===== src/rtl/core/ttc_pkg.sv =====
`timescale 1ns / 1ps
`default_nettype none
// ----------------------------------------------------------------------------
// Target track confirmation package
// Widths, state codes, register map and the payload types that the
// interfaces and modules share.
// ----------------------------------------------------------------------------
package ttc_pkg;

   localparam int TIME_WIDTH     = 48;
   localparam int STAT_WIDTH     = 32;
   localparam int RUN_WIDTH      = 8;
   localparam int CODE_WIDTH     = 2;
   localparam int STATE_WIDTH    = 3;
   localparam int AGE_CFG_WIDTH  = 48;
   localparam int CMP_WIDTH      = (TIME_WIDTH > AGE_CFG_WIDTH) ? TIME_WIDTH : AGE_CFG_WIDTH;
   localparam int NUM_STATES     = 6;
   localparam int CSR_DATA_WIDTH = 64;
   localparam int CSR_ADDR_WIDTH = 5;
   localparam int CSR_IDX_LSB    = 3;
   localparam int CSR_IDX_WIDTH  = CSR_ADDR_WIDTH - CSR_IDX_LSB;

   typedef enum logic [STATE_WIDTH-1:0] {
      ST_NO_TARGET = 3'd0,
      ST_CANDIDATE = 3'd1,
      ST_DETECTED  = 3'd2,
      ST_LOST      = 3'd3,
      ST_STALE     = 3'd4,
      ST_INVALID   = 3'd5
   } track_state_type;

   typedef enum logic [CSR_IDX_WIDTH-1:0] {
      CSR_ACQUIRE_HIT = 2'd0,
      CSR_LOSE_MISS   = 2'd1,
      CSR_MAX_AGE     = 2'd2
   } csr_index_type;

   localparam logic [CODE_WIDTH-1:0] TCODE_DETECTED = 2'd0;
   localparam logic [CODE_WIDTH-1:0] TCODE_INVALID  = 2'd1;

   localparam logic [RUN_WIDTH-1:0] ACQUIRE_RESET = 8'd3;
   localparam logic [RUN_WIDTH-1:0] LOSE_RESET    = 8'd5;
   localparam logic [AGE_CFG_WIDTH-1:0] MAX_AGE_RESET = AGE_CFG_WIDTH'(100000000);

   typedef struct packed {
      logic                  action;
      logic [TIME_WIDTH-1:0] capture_time;
      logic [TIME_WIDTH-1:0] now_time;
      logic                  target_present;
      logic [CODE_WIDTH-1:0] target_state_code;
      logic                  target_valid;
      logic                  error_valid;
      logic                  error_state_invalid;
   } req_type;

   typedef struct packed {
      logic [STATE_WIDTH-1:0] track_state;
      logic                   control_valid;
      logic [TIME_WIDTH-1:0]  result_age;
      logic [RUN_WIDTH-1:0]   hit_run;
      logic [RUN_WIDTH-1:0]   miss_run;
      logic                   is_acquired;
      logic [TIME_WIDTH-1:0]  largest_age;
      logic [STAT_WIDTH-1:0]  items_processed;
      logic [STAT_WIDTH-1:0]  bad_timestamp_total;
      logic [STAT_WIDTH-1:0]  valid_control_total;
      logic [STAT_WIDTH-1:0]  state_occurrences;
   } rsp_type;

   typedef struct packed {
      logic [RUN_WIDTH-1:0]     acquire_hit_count;
      logic [RUN_WIDTH-1:0]     lose_miss_count;
      logic [AGE_CFG_WIDTH-1:0] max_age;
   } cfg_type;

   // A request after the timestamp check, as held in the first stage.
   typedef struct packed {
      logic                  clear;
      logic                  ts_ok;
      logic [TIME_WIDTH-1:0] age;
      logic                  present;
      logic [CODE_WIDTH-1:0] code;
      logic                  tvalid;
      logic                  evalid;
      logic                  einvalid;
   } stage_type;

   typedef struct packed {
      logic      go;
      stage_type item;
   } step_type;

   function automatic logic [STAT_WIDTH-1:0] stat_inc(input logic [STAT_WIDTH-1:0] v);
      return (&v) ? v : v + STAT_WIDTH'(1);
   endfunction

   function automatic logic [RUN_WIDTH-1:0] run_inc(input logic [RUN_WIDTH-1:0] v);
      return (&v) ? v : v + RUN_WIDTH'(1);
   endfunction

endpackage
`default_nettype wire


===== src/rtl/core/ttc_if.sv =====
`timescale 1ns / 1ps
`default_nettype none
// ----------------------------------------------------------------------------
// Target track confirmation channels
// Valid/ready channels for requests and results.
// ----------------------------------------------------------------------------
interface ttc_req_if;
   import ttc_pkg::*;
   logic    valid;
   logic    ready;
   req_type data;
   modport source (output valid, output data, input ready);
   modport sink (input valid, input data, output ready);
endinterface

interface ttc_rsp_if;
   import ttc_pkg::*;
   logic    valid;
   logic    ready;
   rsp_type data;
   modport source (output valid, output data, input ready);
   modport sink (input valid, input data, output ready);
endinterface
`default_nettype wire


===== src/rtl/core/ttc_csr.sv =====
`timescale 1ns / 1ps
`default_nettype none
// ----------------------------------------------------------------------------
// Target track confirmation registers
// APB-style register file for the acquire count, lose count and age limit.
// ----------------------------------------------------------------------------
module ttc_csr
   import ttc_pkg::*;
(
   input  wire logic                      clock,
   input  wire logic                      reset,
   input  wire logic                      psel,
   input  wire logic                      penable,
   input  wire logic                      pwrite,
   input  wire logic [CSR_ADDR_WIDTH-1:0] paddr,
   input  wire logic [CSR_DATA_WIDTH-1:0] pwdata,
   output logic      [CSR_DATA_WIDTH-1:0] prdata,
   output logic                           pready,
   output cfg_type                        cfg
);

   logic [RUN_WIDTH-1:0]     acquire_ff, acquire_in;
   logic [RUN_WIDTH-1:0]     lose_ff, lose_in;
   logic [AGE_CFG_WIDTH-1:0] max_age_ff, max_age_in;
   logic                     wr_en;
   csr_index_type            idx;

   assign pready = 1'b1;
   assign wr_en  = psel & penable & pwrite & pready;
   assign idx    = csr_index_type'(paddr[CSR_ADDR_WIDTH-1:CSR_IDX_LSB]);

   always_comb begin
      acquire_in = acquire_ff;
      lose_in    = lose_ff;
      max_age_in = max_age_ff;
      if (wr_en) begin
         unique case (idx)
            CSR_ACQUIRE_HIT: acquire_in = pwdata[RUN_WIDTH-1:0];
            CSR_LOSE_MISS:   lose_in    = pwdata[RUN_WIDTH-1:0];
            CSR_MAX_AGE:     max_age_in = pwdata[AGE_CFG_WIDTH-1:0];
            default: begin
            end
         endcase
      end
   end

   always_ff @(posedge clock) begin
      if (reset) begin
         acquire_ff <= ACQUIRE_RESET;
         lose_ff    <= LOSE_RESET;
         max_age_ff <= MAX_AGE_RESET;
      end else begin
         acquire_ff <= acquire_in;
         lose_ff    <= lose_in;
         max_age_ff <= max_age_in;
      end
   end

   always_comb begin
      unique case (idx)
         CSR_ACQUIRE_HIT: prdata = CSR_DATA_WIDTH'(acquire_ff);
         CSR_LOSE_MISS:   prdata = CSR_DATA_WIDTH'(lose_ff);
         CSR_MAX_AGE:     prdata = CSR_DATA_WIDTH'(max_age_ff);
         default:         prdata = '0;
      endcase
   end

   assign cfg.acquire_hit_count = acquire_ff;
   assign cfg.lose_miss_count   = lose_ff;
   assign cfg.max_age           = max_age_ff;

endmodule
`default_nettype wire


===== src/rtl/core/ttc_tracker.sv =====
`timescale 1ns / 1ps
`default_nettype none
// ----------------------------------------------------------------------------
// Target track confirmation tracker
// Hit and miss runs, acquisition, loss latch and statistics, one request
// per cycle while step.go is set.
// ----------------------------------------------------------------------------
module ttc_tracker
   import ttc_pkg::*;
(
   input  wire logic     clock,
   input  wire logic     reset,
   input  wire cfg_type  cfg,
   input  wire step_type step,
   output rsp_type       result
);

   logic [RUN_WIDTH-1:0]  hit_ff, hit_in;
   logic [RUN_WIDTH-1:0]  miss_ff, miss_in;
   logic                  acq_ff, acq_in;
   logic                  lost_ff, lost_in;
   logic [TIME_WIDTH-1:0] peak_ff, peak_in;
   logic [STAT_WIDTH-1:0] proc_ff, proc_in;
   logic [STAT_WIDTH-1:0] bad_ff, bad_in;
   logic [STAT_WIDTH-1:0] good_ff, good_in;
   logic [STAT_WIDTH-1:0] tot_ff [NUM_STATES];
   logic [STAT_WIDTH-1:0] tot_sel_in;

   stage_type       it;
   logic            stale, raw_det, raw_inv, ctrl, miss;
   logic [RUN_WIDTH-1:0] miss_inc, hit_inc;
   track_state_type st;

   assign it = step.item;

   always_comb begin
      stale    = it.ts_ok && (CMP_WIDTH'(it.age) > CMP_WIDTH'(cfg.max_age));
      raw_det  = it.present && (it.code == TCODE_DETECTED) && it.tvalid && it.evalid;
      raw_inv  = (it.present && (it.code == TCODE_INVALID)) || it.einvalid || !it.ts_ok;
      miss_inc = run_inc(miss_ff);
      hit_inc  = run_inc(hit_ff);
      miss     = stale || raw_inv || !raw_det;

      hit_in  = hit_ff;
      miss_in = miss_ff;
      acq_in  = acq_ff;
      lost_in = lost_ff;
      st      = ST_NO_TARGET;

      if (miss) begin
         hit_in  = '0;
         miss_in = miss_inc;
         if (acq_ff && (miss_inc >= cfg.lose_miss_count)) begin
            acq_in  = 1'b0;
            lost_in = 1'b1;
         end
         if (stale) begin
            st = ST_STALE;
         end else if (raw_inv) begin
            st = ST_INVALID;
         end else begin
            st = lost_in ? ST_LOST : ST_NO_TARGET;
         end
      end else begin
         miss_in = '0;
         hit_in  = hit_inc;
         lost_in = 1'b0;
         if (acq_ff || (hit_inc >= cfg.acquire_hit_count)) begin
            acq_in = 1'b1;
            st     = ST_DETECTED;
         end else begin
            st = ST_CANDIDATE;
         end
      end

      ctrl       = (st == ST_DETECTED) && it.evalid;
      peak_in    = (it.age > peak_ff) ? it.age : peak_ff;
      proc_in    = stat_inc(proc_ff);
      bad_in     = it.ts_ok ? bad_ff : stat_inc(bad_ff);
      good_in    = ctrl ? stat_inc(good_ff) : good_ff;
      tot_sel_in = stat_inc(tot_ff[st]);

      result.track_state         = st;
      result.control_valid       = ctrl;
      result.result_age          = it.age;
      result.hit_run             = hit_in;
      result.miss_run            = miss_in;
      result.is_acquired         = acq_in;
      result.largest_age         = peak_in;
      result.items_processed     = proc_in;
      result.bad_timestamp_total = bad_in;
      result.valid_control_total = good_in;
      result.state_occurrences   = tot_sel_in;

      // A clear request answers with an all-zero result.
      if (it.clear) begin
         result = '0;
      end
   end

   always_ff @(posedge clock) begin
      if (reset || (step.go && it.clear)) begin
         hit_ff  <= '0;
         miss_ff <= '0;
         acq_ff  <= 1'b0;
         lost_ff <= 1'b0;
         peak_ff <= '0;
         proc_ff <= '0;
         bad_ff  <= '0;
         good_ff <= '0;
         for (int i = 0; i < NUM_STATES; i++) begin
            tot_ff[i] <= '0;
         end
      end else if (step.go) begin
         hit_ff     <= hit_in;
         miss_ff    <= miss_in;
         acq_ff     <= acq_in;
         lost_ff    <= lost_in;
         peak_ff    <= peak_in;
         proc_ff    <= proc_in;
         bad_ff     <= bad_in;
         good_ff    <= good_in;
         tot_ff[st] <= tot_sel_in;
      end
   end

endmodule
`default_nettype wire


===== src/rtl/core/target_track_confirmation_unit.sv =====
`timescale 1ns / 1ps
`default_nettype none
// ----------------------------------------------------------------------------
// Target track confirmation unit
// Confirms or drops a tracked target from consecutive hits and misses of
// perception results and keeps age and outcome statistics.
// ----------------------------------------------------------------------------
//
//   Port group   Direction   Handshake            Moves
//   req          in          valid/ready          one perception request
//   rsp          out         valid/ready          one result per request
//   APB (p*)     in/out      psel/penable/pready  register writes and reads
//
// A request is taken on any cycle in which the first stage is empty or
// moving on, so one request per clock is sustained while rsp is ready.
// Each request passes two register stages, the first stage register and
// the result register: the first stage registers the age subtraction and
// timestamp check, the second updates the tracking state and statistics
// and loads the result register. Reset is synchronous and active high; it
// clears all tracking state and restores the register defaults.
// When rsp is stalled the result register holds, the first stage still
// accepts one request, and only then does req.ready drop.
//
// The tracking state (runs, acquired flag, loss latch, peak age and totals)
// is read and written in the same cycle, so consecutive requests see each
// other's updates without bypassing. A clear request zeroes all of it but
// leaves the registers alone, and its result is all zero.
// ----------------------------------------------------------------------------
module target_track_confirmation_unit
   import ttc_pkg::*;
(
   input  wire logic                      clock,
   input  wire logic                      reset,
   ttc_req_if.sink                        req,
   ttc_rsp_if.source                      rsp,
   input  wire logic                      psel,
   input  wire logic                      penable,
   input  wire logic                      pwrite,
   input  wire logic [CSR_ADDR_WIDTH-1:0] paddr,
   input  wire logic [CSR_DATA_WIDTH-1:0] pwdata,
   output logic      [CSR_DATA_WIDTH-1:0] prdata,
   output logic                           pready
);

   cfg_type   cfg;
   step_type  step;
   rsp_type   result;

   logic      a_vld_ff, a_vld_in;
   stage_type a_ff, a_in;
   logic      o_vld_ff, o_vld_in;
   rsp_type   o_ff, o_in;

   logic      advance;
   logic      take;
   logic [TIME_WIDTH:0] diff;

   ttc_csr u_csr (
      .clock   (clock),
      .reset   (reset),
      .psel    (psel),
      .penable (penable),
      .pwrite  (pwrite),
      .paddr   (paddr),
      .pwdata  (pwdata),
      .prdata  (prdata),
      .pready  (pready),
      .cfg     (cfg)
   );

   // The output stage moves whenever the result register is free or drained.
   assign advance   = !o_vld_ff || rsp.ready;
   assign req.ready = !a_vld_ff || advance;
   assign take      = req.valid && req.ready;

   // First stage: age and timestamp check. The borrow of the widened
   // subtraction flags a capture time in the future.
   always_comb begin
      diff       = {1'b0, req.data.now_time} - {1'b0, req.data.capture_time};
      a_in.clear = req.data.action;
      a_in.ts_ok = (req.data.capture_time != '0) && !diff[TIME_WIDTH];
      a_in.age   = a_in.ts_ok ? diff[TIME_WIDTH-1:0] : '0;
      a_in.present  = req.data.target_present;
      a_in.code     = req.data.target_state_code;
      a_in.tvalid   = req.data.target_valid;
      a_in.evalid   = req.data.error_valid;
      a_in.einvalid = req.data.error_state_invalid;
      a_vld_in      = req.ready ? req.valid : a_vld_ff;
   end

   always_ff @(posedge clock) begin
      if (reset) begin
         a_vld_ff <= 1'b0;
      end else begin
         a_vld_ff <= a_vld_in;
      end
   end

   always_ff @(posedge clock) begin
      if (take) begin
         a_ff <= a_in;
      end
   end

   // Second stage: tracking update into the result register.
   assign step.go   = a_vld_ff && advance;
   assign step.item = a_ff;

   ttc_tracker u_tracker (
      .clock  (clock),
      .reset  (reset),
      .cfg    (cfg),
      .step   (step),
      .result (result)
   );

   always_comb begin
      o_vld_in = advance ? a_vld_ff : o_vld_ff;
      o_in     = step.go ? result : o_ff;
   end

   always_ff @(posedge clock) begin
      if (reset) begin
         o_vld_ff <= 1'b0;
      end else begin
         o_vld_ff <= o_vld_in;
      end
   end

   always_ff @(posedge clock) begin
      o_ff <= o_in;
   end

   assign rsp.valid = o_vld_ff;
   assign rsp.data  = o_ff;

   // A held first stage keeps its request until the output side frees up.
   a_hold: assert property (@(posedge clock) disable iff (reset)
      (a_vld_ff && !advance) |=> a_vld_ff)
      else $error("first stage dropped a request while stalled");

   // A detected result always reports an acquired target.
   det_acq: assert property (@(posedge clock) disable iff (reset)
      (rsp.valid && (rsp.data.track_state == ST_DETECTED)) |-> rsp.data.is_acquired)
      else $error("detected result without acquisition");

   // Control is only valid in the detected state.
   ctrl_det: assert property (@(posedge clock) disable iff (reset)
      (rsp.valid && rsp.data.control_valid) |-> (rsp.data.track_state == ST_DETECTED))
      else $error("control valid outside detected state");

   // A candidate has at least one hit and is not acquired yet.
   cand_run: assert property (@(posedge clock) disable iff (reset)
      (rsp.valid && (rsp.data.track_state == ST_CANDIDATE))
         |-> ((rsp.data.hit_run != '0) && !rsp.data.is_acquired))
      else $error("candidate result with inconsistent run state");

   // The peak age never falls below the age of the result it comes with.
   peak_ge: assert property (@(posedge clock) disable iff (reset)
      rsp.valid |-> (rsp.data.largest_age >= rsp.data.result_age))
      else $error("largest age below result age");

endmodule
`default_nettype wire


===== src/flat_wrapper.sv =====
// flat-port wrapper written by rule: the top's interface ports become plain ports
module target_track_confirmation_unit_flat import ttc_pkg::*;
  (clock, reset, psel, penable, pwrite, paddr, pwdata, prdata, pready, req_valid, req_data, req_ready, rsp_valid, rsp_data, rsp_ready);
  ttc_req_if req_i ();
  ttc_rsp_if rsp_i ();
  input  wire logic clock;
  input  wire logic reset;
  input  wire logic psel;
  input  wire logic penable;
  input  wire logic pwrite;
  input  wire logic [CSR_ADDR_WIDTH-1:0] paddr;
  input  wire logic [CSR_DATA_WIDTH-1:0] pwdata;
  output logic      [CSR_DATA_WIDTH-1:0] prdata;
  output logic pready;
  input wire logic [$bits(req_i.valid)-1:0] req_valid;
  input wire logic [$bits(req_i.data)-1:0] req_data;
  output wire logic [$bits(req_i.ready)-1:0] req_ready;
  output wire logic [$bits(rsp_i.valid)-1:0] rsp_valid;
  output wire logic [$bits(rsp_i.data)-1:0] rsp_data;
  input wire logic [$bits(rsp_i.ready)-1:0] rsp_ready;
  assign req_i.valid = req_valid;
  assign req_i.data = req_data;
  assign req_ready = req_i.ready;
  assign rsp_valid = rsp_i.valid;
  assign rsp_data = rsp_i.data;
  assign rsp_i.ready = rsp_ready;
  target_track_confirmation_unit u_core (.clock(clock), .reset(reset), .req(req_i), .rsp(rsp_i), .psel(psel), .penable(penable), .pwrite(pwrite), .paddr(paddr), .pwdata(pwdata), .prdata(prdata), .pready(pready));
endmodule

===== config.mk =====
export PLATFORM = sky130hd
export DESIGN_NAME = target_track_confirmation_unit_flat
export DESIGN_NICKNAME = d
export VERILOG_FILES = /design/src/rtl/core/ttc_pkg.sv /design/src/rtl/core/ttc_if.sv /design/src/rtl/core/ttc_csr.sv /design/src/rtl/core/ttc_tracker.sv /design/src/rtl/core/target_track_confirmation_unit.sv /design/src/flat_wrapper.sv
export SDC_FILE = /design/constraint.sdc
export NUM_CORES = 2
export LEC_CHECK = 0
export BUFFER_PORTS_ARGS = -buffer_cell sky130_fd_sc_hd__buf_4
export CAP_MARGIN = 20
export CORE_MARGIN = 2
export CORE_UTILIZATION = 52
export CTS_CLUSTER_SIZE = 28
export DETAILED_ROUTE_END_ITERATION = 10
export GPL_TIMING_DRIVEN = 0
export PLACE_DENSITY = 0.76
export SETUP_SLACK_MARGIN = 0.5
export SYNTH_ARGS = -nofsm -noshare
export SYNTH_HDL_FRONTEND = slang
export SYNTH_HIERARCHICAL = 1
export SYNTH_SLANG_ARGS = --single-unit

===== constraint.sdc =====
create_clock -name clock -period 15.3 [get_ports clock]
set_clock_uncertainty 0.15 [all_clocks]
set_input_delay 0 -clock clock [delete_from_list [all_inputs] [get_ports clock]]
set_output_delay 0 -clock clock [all_outputs]
set_load 0.005 [all_outputs]

# After elaboration in Yosys (flattened, before gate mapping)
# Memory sizes are Yosys's and may differ from the RTL's.
# Index checks and enable logic that the tools add are counted.
dict set report word_totals {
  ff_bits 529
  latchBits 0
  ram_bits 192
  mem_bits_ro 0
  output_inout_bits 312
  elab_cells 118
  memories 1
}
dict set report classes {
  add_sub_neg 7
  mul 0
  div 0
  magnitude_cmp 4
  eq_ne 4
  n_shift 0
  mux 31
  bitwise_logic 2
  n_reduce_logical 37
}
# name words width rd rd_clocked_by_memory_dff write_ports line
set mem_list {}
lappend mem_list {u_core.u_tracker.tot_ff 6 32 1 0 6 ttc_tracker.sv:26} ;# logic [STAT_WIDTH-1:0] tot_ff [NUM_STATES];
# op n
set op_table {}
lappend op_table {{two-way mux 32 bit} 7}
lappend op_table {{case mux 48 bit (3 select lines)} 1}
lappend op_table {{adder 32 x 1 -> 32 bit (second input constant)} 4}
lappend op_table {{AND reduction 32 bit} 4}
lappend op_table {{> comparator 48 bit} 2}
lappend op_table {{subtractor 48 x 48 -> 49 bit} 1}
lappend op_table {{two-way mux 48 bit} 1}
lappend op_table {{nonzero test 48 bit} 1}
lappend op_table {{two-way mux 8 bit} 4}
lappend op_table {{OR reduction 32 bit} 1}
lappend op_table {{adder 8 x 1 -> 8 bit (second input constant)} 2}
lappend op_table {{greater-or-equal comparator 8 bit} 2}
lappend op_table {{AND reduction 8 bit} 2}
lappend op_table {{two-way mux 1 bit} 12}
lappend op_table {{two-way mux 3 bit} 4}
lappend op_table {{logical AND 1 bit} 11}
lappend op_table {{logical OR 1 bit} 8}
lappend op_table {{AND reduction 2 bit} 3}
lappend op_table {{zero test 1 bit} 5}
lappend op_table {{== test 2 x 1 -> 1 bit (second input constant)} 2}
lappend op_table {{zero test 2 bit} 2}
lappend op_table {{two-way mux 2 bit} 2}
lappend op_table {{== test 3 x 2 -> 1 bit (second input constant)} 1}
lappend op_table {{bitwise AND 1 bit} 2}
lappend op_table {{== test 2 bit (second input constant)} 1}

# Longest topological paths before layout
# An unclocked memory read counts as a cell.
dict set report depth {
  word_depth 15
  mapped_depth 27
}

# Modules after synthesis
# The synthesis kept the hierarchy.
# module n_inst cells_per_inst area_per_inst_um2 seq_area_each_um2
set by_module_without_submodules {}
lappend by_module_without_submodules {ttc_tracker 1 2551 22053.7 9008.6}
lappend by_module_without_submodules {target_track_confirmation_unit 1 787 12129.1 9078.7}
lappend by_module_without_submodules {ttc_csr 1 359 3325.7 1281.2}

# Least setup slack after synthesis
# OpenSTA, ideal clock, no wires.
dict set report synth_path {
  path_type {register to register}
  from {register u_core.o_vld_ff, in the netlist u_core/rsp.valid}
  to {memory u_core.u_tracker.tot_ff[5][0] (enable)}
  arrival_ns 15.596
  required_time_ns 14.684
  slack_ns -0.912
  stages_incl_launch_ff 5
  period_less_slack_ns 16.212
  cell_sequence {dfxtp_1 > nor2b_1 > nor2b_1 > a21oi_1 > o21ai_0}
}
# item line
set synth_rtl {}
lappend synth_rtl {{from (decl)} target_track_confirmation_unit.sv:51} ;# logic o_vld_ff, o_vld_in;
lappend synth_rtl {{from (signal assigned)} target_track_confirmation_unit.sv:126} ;# o_vld_ff <= o_vld_in;
lappend synth_rtl {{to (decl)} ttc_tracker.sv:26}

==> Implementation_results.wiki <==
{| class="wikitable"
! Metric !! Value
|-
| Result of the run || complete, no violations
|-
| H-tree Lvls || 3
|-
| Antenna Violating Nets Remaining || 0
|-
| Share of the clock period used by the worst path after layout || around 52%
|-
| Critical path capture point type || register
|-
| Dominant synthesized flop cell || sky130_fd_sc_hd__edfxtp_1
|-
| Count of TritonRoute iterations in the first routing pass || 6
|-
| Worst Hold Path Cells || 5
|-
| Initial antenna violation count || 6
|-
| Worst hold path type || in2reg
|-
| Floorplan die height || approximately 270 um
|-
| Reg-to-reg slack, setup || around 7400 ps
|-
| Post-layout instance area || between 40000 and 50000 sq um
|-
| Sequential Area || approximately 19000 sq um
|-
| Clock Root Buffer || sky130_fd_sc_hd__clkbuf_16
|-
| Average cell area after synthesis || ~10 sq um
|-
| Cell with the most instances on the worst path || sky130_fd_sc_hd__nor2_1
|-
| Starting density of the core || a little over half
|-
| Layout filler cell count || around 5500
|-
| Cell depth of the worst flop-to-flop path || 23
|-
| Number of unique standard cell types used by synthesis || 99
|-
| MaxCap Viol Count || 0
|-
| Overall routing resource usage || between 30% and 40%
|-
| Post-synthesis instance area || 37500 sq um
|-
| Number of buffers created by CTS || between 70 and 80
|-
| Final worst setup slack || around 7400 ps
|-
| Top cells by area in the synthesized netlist || sky130_fd_sc_hd__edfxtp_1 (39%), sky130_fd_sc_hd__dfxtp_1 (12%), sky130_fd_sc_hd__nor2_1 (6.3%)
|-
| Ratio of total power to cell area || 107 nW/um^2
|-
| Terminating pin of the worst hold path || u_core/a_ff[38]$_SDFFCE_PN0P_
|-
| Multi-input logic area || about 17000 sq um
|-
| Share of post-route cells with drive strength above 1 || approximately 15%
|-
| End of the worst register-to-register path || u_core/u_tracker/tot_ff[4][29]$_SDFFCE_PN0P_
|-
| Number of clock sinks || ~700
|-
| Portion of the post-synthesis area used by sequential elements || about half
|-
| Count of final max-slew check failures || 0
|-
| Cell with the biggest individual delay on the critical path || sky130_fd_sc_hd__nor2_1
|-
| Count of routing violations after the opening detailed-route iteration || 3265
|-
| Aggregate routed wire length || around 120 mm
|-
| Number of core rows || 98
|-
| Time the final worst path needs with I/O delays and setup || between 7000 and 8000 ps
|-
| PortBufs || 454
|-
| Total number of yosys warnings || 6
|-
| Number of nets in the layout || 4847
|-
| HP Start || req_data[38]
|-
| Gp weighted congestion || roughly 0.95
|-
| Crit Path Class || reg2reg
|-
| Number of buffers inserted to repair setup after CTS || 0
|-
| Pin count of the biggest net entering global routing || 39
|-
| Number of global-route vias before repair || between 30000 and 40000
|-
| Critical-path maximum fanout || 10
|-
| Count of pins on the block boundary || ~490
|-
| Number of setup violations in the final report || 0
|-
| CTS Buffer Depth || 3
|-
| Placeable Area || ~71000 sq um
|-
| Remaining Overflow, GRT || 0
|-
| R2r startpoint || u_core/u_tracker/miss_ff[0]$_SDFFE_PP0P_
|-
| Post-synth EDFFs || a little under 500
|-
| CTS tree || built
|-
| WL/cell || ~22 um
|-
| Reg clk slew, reported paths || 60 ps
|-
| Setup repair after global routing missed its margin || no
|-
| IR drop worst, VDD || a little under 90 uV
|-
| Number of cells upsized or downsized after cts || 0
|-
| Upper clock frequency limit || 127 MHz
|-
| Worst skew pair latency || between 600 and 700 ps
|-
| Transition at the pin with the smallest max-transition slack || between 1000 and 1500 ps
|-
| Total power of the final layout || between 5 and 6 mW
|-
| Cell area reported after detailed placement || ~43000 sq um
|-
| Post-synthesis cell type with the largest combined area || sky130_fd_sc_hd__edfxtp_1
|-
| Die footprint || around 74000 sq um
|-
| Hpwl dp || slightly below 90 mm
|-
| Slowest cell delay on critical path || 960 ps
|-
| Vias/cell || between 5 and 6
|-
| Die span in x || 273 um
|-
| Synthesis-stage register bit count || ~720
|-
| Setup slack after placement || between 7000 and 8000 ps
|-
| Area growth from synthesis to layout || 26.8%
|-
| Count of vias placed by the detailed router || roughly 32000
|-
| Number of standard cells after synthesis || between 3000 and 4000
|-
| Synth top area share || between 30% and 40%
|-
| Kind of start point of the critical path || register
|-
| Arrival time of data at the critical path endpoint || around 8100 ps
|-
| Fin. Hold Viols || 0
|-
| DRC violations left || 0
|-
| Critical-path cell list || ha_1 > nand2_1 > nor2_1 > nand3_1 > nand2b_1 > nor2_1 > xnor2_1 > inv_1 > ha_1 > a21oi_1 > a21o_1 > o31a_1 > a21oi_1 > nor2_1 > nor2_1 > buf_4 > a22o_1 > a21oi_1 > o2111ai_1 > nor4_4 > nand3_1 > xor2_1 > nor2_1
|-
| Async SR Flop Fraction || 0%
|-
| Wire length of the first global-routing pass || 181 mm
|-
| Reported leakage power || 18.9 nW
|-
| Slew headroom || roughly 20%
|-
| Data required, critical path || approximately 15000 ps
|}
-- state kept, by name, summed over array words and instances (netlist names) --
| name | flops |
|---|---|
| u_core/u_csr/max_age_ff | 48 |
| u_core/rsp.valid | 1 |
| u_core/u_tracker/good_ff | 32 |
| u_core/u_tracker/hit_ff | 8 |
| u_core/u_tracker/lost_ff | 1 |
| u_core/u_tracker/tot_ff | 192 |
| u_core/u_tracker/bad_ff | 32 |
| u_core/u_tracker/proc_ff | 32 |
| u_core/u_tracker/peak_ff | 48 |
| u_core/a_vld_ff | 1 |
| u_core/u_csr/lose_ff | 8 |
| u_core/u_csr/acquire_ff | 8 |
| u_core/rsp.data | 245 |
| u_core/u_tracker/acq_ff | 1 |
| u_core/a_ff | 56 |
| u_core/u_tracker/miss_ff | 8 |
-- logic make-up after synthesis --
kind of cell / after synthesis / synth area share [%]
other cells: 2 / 0.0200
flops: 721 / 51.6
simple gates: 1452 / 18.5
buf+inv: 398 / 4.46
compound gates: 601 / 10.9
mux: 147 / 3.92
fa+ha+maj: 167 / 5.59
xor+xnor: 209 / 4.94
-- routing by layer --
metal  share of wire, %  GRT usage (%)  routed length, um
met5              0.021              0                 26
met4                4.6           13.9               5670
met3                9.7           6.42              11900
met2                 45           50.4              55400
met1                 40           42.9              49200
-- timing repair --
action                                 4_1_cts  5_1_grt
setup endpoints to repair                    0        0
endpoints found under the hold margin      190        0
hold buffers                               235        0
-- synthesized netlist by cell type, types with 71 or more instances --
master	count
sky130_fd_sc_hd__o21ai_0	138
sky130_fd_sc_hd__nand2b_1	106
sky130_fd_sc_hd__a21oi_1	123
sky130_fd_sc_hd__clkbuf_1	138
sky130_fd_sc_hd__ha_1	166
sky130_fd_sc_hd__nand3_1	99
sky130_fd_sc_hd__inv_1	200
sky130_fd_sc_hd__xor2_1	113
sky130_fd_sc_hd__nand4_1	71
sky130_fd_sc_hd__edfxtp_1	493
sky130_fd_sc_hd__nor2_1	626
sky130_fd_sc_hd__mux2i_1	147
sky130_fd_sc_hd__nand2_1	246
sky130_fd_sc_hd__xnor2_1	93
sky130_fd_sc_hd__dfxtp_1	228
-- power by group --
part / total (mW) / internal (mW) / leakage [nW] / switching (mW)
Clock: 1.95 / 1.15 / 1.28 / 0.797
Sequential: 2.26 / 2.19 / 6.70 / 0.0660
Combinational: 0.868 / 0.363 / 11.0 / 0.505
-- metrics by stage --
stage / hold WS, ps / std cells / setup TNS (ps) / util, %
after floorplan: -77.6 / 3712 / 0 / -
final: 32.4 / 5516 / 0 / 66.6
after detailed placement: 29.5 / 5134 / 0 / 59.5
after CTS: 12.7 / 5510 / 0 / 66.5
after global placement: 29.5 / 5116 / -65720 / 59.0
after global routing: 87.5 / 5514 / 0 / 66.6
-- layout make-up --
type / count / area share [%]
antenna: 3 / 0.0158
buffer: 198 / 1.94
clock buffer: 99 / 4.44
clock inverter: 42 / 1.11
inverter: 200 / 1.58
multi-input combinational: 2593 / 34.8
sequential: 721 / 40.7
tap: 950 / 2.50
timing repair buffer: 710 / 12.9
-- worst max-delay path, delay by kind of cell (launching register included) --
kind            cells  cell delay [ps]
buf+inv             2              400
compound gates      7             2230
flops               1              380
fa+ha+maj           2              560
xor+xnor            2              930
simple gates       10             2940
-- worst max path at each step --
stage	from	end	cells past startpoint
after detailed placement	u_core/u_tracker/miss_ff[0]$_SDFFE_PP0P_	u_core/u_tracker/tot_ff[1][27]$_SDFFCE_PN0P_	22
final	u_core/u_tracker/miss_ff[0]$_SDFFE_PP0P_	u_core/u_tracker/tot_ff[4][29]$_SDFFCE_PN0P_	23
after global placement	u_core/rsp.valid$_SDFFE_PP0P_	u_core/u_tracker/tot_ff[5][23]$_DFFE_PP_	5
after global routing	u_core/u_tracker/miss_ff[0]$_SDFFE_PP0P_	u_core/u_tracker/tot_ff[1][27]$_SDFFCE_PN0P_	23
after floorplan	u_core/rsp.valid$_SDFFE_PP0P_	u_core/u_tracker/tot_ff[5][0]$_DFFE_PP_	5
after CTS	u_core/u_tracker/miss_ff[0]$_SDFFE_PP0P_	u_core/u_tracker/tot_ff[1][27]$_SDFFCE_PN0P_	22
-- cells in the final DEF, fill, tap and decap left out, types with 17 or more instances in the layout --
cell and count:
sky130_fd_sc_hd__clkbuf_1 152, sky130_fd_sc_hd__edfxtp_1 493, sky130_fd_sc_hd__o31ai_1 22, sky130_fd_sc_hd__nand2b_1 106, sky130_fd_sc_hd__inv_1 200, sky130_fd_sc_hd__nand3_1 99
sky130_fd_sc_hd__a22o_1 53, sky130_fd_sc_hd__xor2_1 113, sky130_fd_sc_hd__o21ai_0 137, sky130_fd_sc_hd__nor2b_1 66, sky130_fd_sc_hd__conb_1 17, sky130_fd_sc_hd__nand4_1 71
sky130_fd_sc_hd__and3_1 35, sky130_fd_sc_hd__nor3_1 42, sky130_fd_sc_hd__a31oi_1 30, sky130_fd_sc_hd__nor2_1 626, sky130_fd_sc_hd__a21o_1 63, sky130_fd_sc_hd__buf_2 18
sky130_fd_sc_hd__a21oi_1 123, sky130_fd_sc_hd__and4_1 21, sky130_fd_sc_hd__xnor2_1 93, sky130_fd_sc_hd__buf_4 479, sky130_fd_sc_hd__dlygate4sd3_1 235, sky130_fd_sc_hd__ha_1 166
sky130_fd_sc_hd__nand2_1 241, sky130_fd_sc_hd__nor4_1 25, sky130_fd_sc_hd__clkbuf_16 79, sky130_fd_sc_hd__dfxtp_1 228, sky130_fd_sc_hd__mux2i_1 147, sky130_fd_sc_hd__and2_1 57
Note: power is estimated with default switching activity, not from simulation.
